**src/sv/qwu_delay.sv**
```systemverilog
// enabled delay line with valid bits, keeps side data aligned with the divider lanes
// no dependencies
module qwu_delay #(
    parameter int W     = 8,
    parameter int DEPTH = 4
) (
    input  logic         clk,
    input  logic         rst_n,
    input  logic         en,
    input  logic         in_vld,
    input  logic [W-1:0] in_data,
    output logic         out_vld,
    output logic [W-1:0] out_data
);

    logic [DEPTH-1:0] vld_reg;
    logic [W-1:0]     data_reg [DEPTH];

    // valid bits
    always_ff @(posedge clk or negedge rst_n)
    begin
        if (!rst_n)
            vld_reg <= '0;
        else if (en)
            vld_reg <= {vld_reg[DEPTH-2:0], in_vld};
    end

    // data taps
    always_ff @(posedge clk)
    begin
        if (en)
        begin
            data_reg[0] <= in_data;
            for (int i = 1; i < DEPTH; i++)
                data_reg[i] <= data_reg[i-1];
        end
    end

    assign out_vld  = vld_reg[DEPTH-1];
    assign out_data = data_reg[DEPTH-1];

endmodule

```
**config.mk**
```make
export PLATFORM = sky130hd
export DESIGN_NAME = qwu_delay
export DESIGN_NICKNAME = d
export VERILOG_FILES = /design/src/sv/qwu_delay.sv
export SDC_FILE = /design/constraint.sdc
export NUM_CORES = 1
export LEC_CHECK = 0
export BUFFER_PORTS_ARGS = -buffer_cell sky130_fd_sc_hd__buf_2
export CORE_MARGIN = 1.5
export CORE_UTILIZATION = 55
export DETAILED_ROUTE_END_ITERATION = 7
export HOLD_SLACK_MARGIN = 0.15
export PLACE_DENSITY = 0.79
export SLEW_MARGIN = 20
export SYNTH_ARGS = -nofsm -noshare
export SYNTH_HDL_FRONTEND = slang
export SYNTH_SLANG_ARGS = --single-unit
```
**constraint.sdc**
```tcl
create_clock -name clk -period 2 [get_ports clk]
set_input_delay 0.3 -clock clk [delete_from_list [all_inputs] [get_ports clk]]
set_output_delay 0.3 -clock clk [all_outputs]
set_load 0.03 [all_outputs]
```
---- Yosys cells after proc, flatten, opt, wreduce, memory -nomap -nowiden ----
Memory sizes are Yosys's and may differ from the RTL's.
Index checks and enable logic that the tools add are counted.
word-level totals
  RAM bits ................................ 32
  memories ................................ 1
  register bits ........................... 4
  bits in latches ......................... 0
  bits in read-only memories .............. 0
  output and inout bits ................... 9
cells by class
  magnitude comparators ................... 0
  divide/modulo/power cells ............... 0
  equal/unequal tests ..................... 0
  bitwise logic cells ..................... 0
  $add $sub $neg .......................... 0
  reductions and logical operators ........ 0
  multipliers ............................. 0
  shifts and indexed selects .............. 0
  mux-type cells .......................... 2
memories
  memory    words  bits a word  read ports  clocked after Yosys merged registers in  write ports  RTL line  source
  data_reg  4      8            4           0                                        4            17        logic [W-1:0] data_reg [DEPTH];
operator list
  cell     number
  $mux W1  2

---- Depth between registers and ports, before layout ----
  depth after elaboration ................. 2
  mapped depth ............................ 1
  gate-level depth less buffers ........... 1

---- Worst setup path before layout ----
No wires, ideal clock.
  path type ............................... flip-flop to flip-flop
  from .................................... register, netlist name vld_reg[3]
  to ...................................... register vld_reg[3]
  slack ................................... 1.119 ns
  cell stages (with the launch flop) ...... 2
  period minus slack after synthesis ...... 0.881 ns
  setup time .............................. 0.125 ns
  arrival ................................. 0.756 ns
  cells stage by stage .................... dfrtp_1 -> mux2_2
RTL lines
  what                    RTL line  source
  end signal: assignment  25        vld_reg <= {vld_reg[DEPTH-2:0], in_vld};
  end: declaration        16        logic [DEPTH-1:0] vld_reg;

---- Worst setup path in the final report ----
  from .................................... register vld_reg[3]
  to ...................................... output port out_vld
RTL lines
  what              RTL line  source
  end: declaration  12        output logic out_vld,
No word-level cell between the ends.

==> tab_implementation.tex <==
\begin{tabular}{lr}
\hline
Metric & Value \\
\hline
\multicolumn{2}{l}{\textbf{Status}} \\
\quad Result of the run & finished, final reports clean \\
\multicolumn{2}{l}{\textbf{Drt}} \\
\quad Wirelength per Cell & 12.1 um \\
\quad Initial DRT Pass Iterations & 2 \\
\quad Number of design-rule violations left by the first detailed-router iteration & 6 \\
\quad Residual DRC & 0 \\
\quad Detailed-route via count & 483 \\
\quad Antenna Violating Nets Remaining & 0 \\
\quad Total Routed Length & 1280 um \\
\quad Mean number of vias per cell & 4.56 \\
\multicolumn{2}{l}{\textbf{Power and ir drop}} \\
\quad Worst ir drop on vdd & 0.682 mV \\
\quad Lkg Pwr & 0.535 nW \\
\quad Pwr dens & 982 nW/um\^{}2 \\
\quad Overall power after layout & 0.00138 W \\
\multicolumn{2}{l}{\textbf{Floorplanning}} \\
\quad Area of the die & 2290 um\^{}2 \\
\quad Core area & 1920 um\^{}2 \\
\quad Die H & 47.8 um \\
\quad I/O pin count & 21 \\
\quad Horiz. Die Dim & 47.8 um \\
\quad Cell row count & 16 \\
\quad Starting density of the core & 0.576 \\
\multicolumn{2}{l}{\textbf{Logic synthesis}} \\
\quad Cell type with the largest total area after synthesis & sky130\_fd\_sc\_hd\_\_edfxtp\_1 \\
\quad Post-synth EDFFs & 32 \\
\quad Yosys reg bits & 36 \\
\quad Syn Nets & 52 \\
\quad Area share of the leading cell type in the synthesized netlist & 0.869 \\
\quad Main synth FF type & sky130\_fd\_sc\_hd\_\_edfxtp\_1 \\
\quad Synthesized instance count & 40 \\
\quad Top post-synthesis cells by area & sky130\_fd\_sc\_hd\_\_edfxtp\_1, sky130\_fd\_sc\_hd\_\_dfrtp\_1, sky130\_fd\_sc\_hd\_\_mux2\_2 \\
\quad Number of warnings printed during yosys synthesis & 0 \\
\quad Avg Inst Size Synth & 27.7 um\^{}2 \\
\quad Most instantiated cells after synthesis & sky130\_fd\_sc\_hd\_\_edfxtp\_1, sky130\_fd\_sc\_hd\_\_dfrtp\_1, sky130\_fd\_sc\_hd\_\_mux2\_2 \\
\quad Number of unique standard cell types used by synthesis & 3 \\
\quad Sequential-to-total area share from yosys stat & 0.959 \\
\quad Most numerous cell in the Yosys netlist & sky130\_fd\_sc\_hd\_\_edfxtp\_1 \\
\quad Netlist Area Pre-Place & 1110 um\^{}2 \\
\quad Async set or reset register ratio after synthesis & 0.111 \\
\multicolumn{2}{l}{\textbf{Worst setup path}} \\
\quad Reg2Reg Launch Point & vld\_reg[2] \\
\quad Largest stage delay on the critical path & 0.39 ns \\
\quad Worst reg2reg setup slack & 1.23 ns \\
\quad Gate family responsible for the most delay along the worst path & flip-flops \\
\quad CP max FO & 2 \\
\quad Critical Path RT & 1.70 ns \\
\quad Cell type of the slowest stage on the worst timing path & sky130\_fd\_sc\_hd\_\_dfrtp\_1 \\
\quad Combined buffer and inverter count along the critical path & 1 \\
\quad Endpoint type of the worst setup path & output port \\
\quad Worst Setup Start Kind & flop \\
\quad Worst EP arrival & 0.89 ns \\
\quad Critical path type & flop to output port \\
\quad Worst R2R End & vld\_reg[3] \\
\quad Worst Reg2Reg Path Length in Cells & 1 \\
\quad Cell-by-cell listing of the critical path & buf\_2 \\
\multicolumn{2}{l}{\textbf{Global route}} \\
\quad Maximum number of pins on one net before global-route repair & 29 \\
\quad Total overflow reported by the global router & 0 \\
\quad Vias in the first global route & 454 \\
\quad Global routing usage summed across all routing layers & 0.138 \\
\quad Initial antenna violation count & 0 \\
\quad Wire length of the first global-routing pass & 1840 um \\
\multicolumn{2}{l}{\textbf{Timing}} \\
\quad Post-layout minimum cycle time & 1.19 ns \\
\quad Final max-slew violation count & 0 \\
\quad Unrepaired setup endpoints after global routing & no \\
\quad Highest clock frequency the design can meet & 838 MHz \\
\quad Headroom to the max-slew limit & 0.621 \\
\quad Sum of negative setup slack & 0 ns \\
\quad Crit share post-route & 0.596 \\
\quad Setup violators final & 0 \\
\quad Final Hold Viols & 0 \\
\quad Tightest Pin Transition & 0.569 ns \\
\quad Clock tree skew after final layout & 0.00559 ns \\
\multicolumn{2}{l}{\textbf{Clock network}} \\
\quad Total clock sinks & 36 \\
\quad Level count of the clock H-tree & 2 \\
\quad Clock latency of the later-clocked register in the worst-skew pair & 0.32 ns \\
\quad Clock tree buffer depth & 2 \\
\quad Master cell of the clock root buffer & sky130\_fd\_sc\_hd\_\_clkbuf\_4 \\
\quad CTS tree & done \\
\quad CTS clk-pin slew, worst paths & 0.10 ns \\
\quad Cts bufs inserted & 5 \\
\quad Number of cells upsized or downsized after cts & 0 \\
\multicolumn{2}{l}{\textbf{Finish}} \\
\quad Fraction of layout cells with a size suffix above 1 & 0.405 \\
\quad Flip-flop count of the largest register after layout & 32 \\
\quad Final core utilization & 0.730 \\
\quad Ant. Diodes & 0 \\
\quad Finished layout cell area & 1400 um\^{}2 \\
\quad Final layout net count & 90 \\
\quad Growth of design area from synthesis to finish & 26.9\% \\
\multicolumn{2}{l}{\textbf{Worst hold path}} \\
\quad Hold/Removal Path Class & input pin to flop \\
\quad Hold path endpoint & vld\_reg[0] \\
\quad Cell depth of the worst hold path & 2 \\
\quad Hold path start & in\_vld \\
\multicolumn{2}{l}{\textbf{Flow run}} \\
\quad Max-capacitance violation count & 0 \\
\multicolumn{2}{l}{\textbf{Placement}} \\
\quad Routability cong. & 0.608 \\
\quad Port Buffer Count & 20 \\
\quad Standard cell area after detailed placement & 1250 um\^{}2 \\
\hline
\end{tabular}
[layout by cell type (no fill, tap or decap), drive strengths merged]
| cell | Yosys | routed |
|---|---|---|
| edfxtp | 32 | 32 |
| dfrtp | 4 | 4 |
| buf | 0 | 22 |
| mux2 | 4 | 4 |
| dlygate4sd3 | 0 | 9 |
| clkbuf | 0 | 8 |
[area by class of cell]
class                           instances  area (um^2)
Clock buffer                            8         58.8
Fill cell                             121          518
Multi-Input combinational cell          4         45.0
Sequential cell                        36         1060
Tap cell                               27         33.8
Timing Repair Buffer                   31          205
[timing repair]
item / in CTS / in global routing
hold buffers: 9 / 0
hold endpoints to repair: 12 / 0
buffers inserted: 0 / 0
[kinds of logic after synthesis]
group / share of synthesized area
flops: 0.959
mux: 0.0407
[where the power goes]
group          internal, W  total [W]  leakage, nW  switching (W)
registers         0.000884   0.000900        0.360      0.0000166
clock network     0.000173   0.000380       0.0326       0.000207
logic            0.0000420  0.0000987        0.142      0.0000567
[how the worst max path moves through the flow]
stage	startpoint	endpoint	cells past startpoint
after global routing	data_reg[3][5]	out_data[5]	1
after floorplan	vld_reg[3]	vld_reg[3]	1
after detailed placement	en	data_reg[2][3]	2
after global placement	en	data_reg[2][3]	2
after CTS	vld_reg[3]	out_vld	1
final	vld_reg[3]	out_vld	1
[through the flow]
| step | cells | hold WS [ns] | setup slack, ns |
|---|---|---|---|
| CTS | 106 | 0.208 | 0.782 |
| global placement | 89 | 0.106 | 0.722 |
| finish | 106 | 0.221 | 0.807 |
| detailed placement | 89 | 0.106 | 0.688 |
| global route | 106 | 0.208 | 0.747 |
| floorplan | 40 | 0.00441 | 1.12 |
[metal layers]
layer	part of all wire	vias up	wire [um]	GRT usage
li1	-	235	-	-
met3	0.061	3	78	0.0679
met2	0.56	23	717	0.219
met1	0.36	222	463	0.125
met5	0	-	0	0
met4	0.016	0	21	0.130
Power figures use the tool's default switching activity.
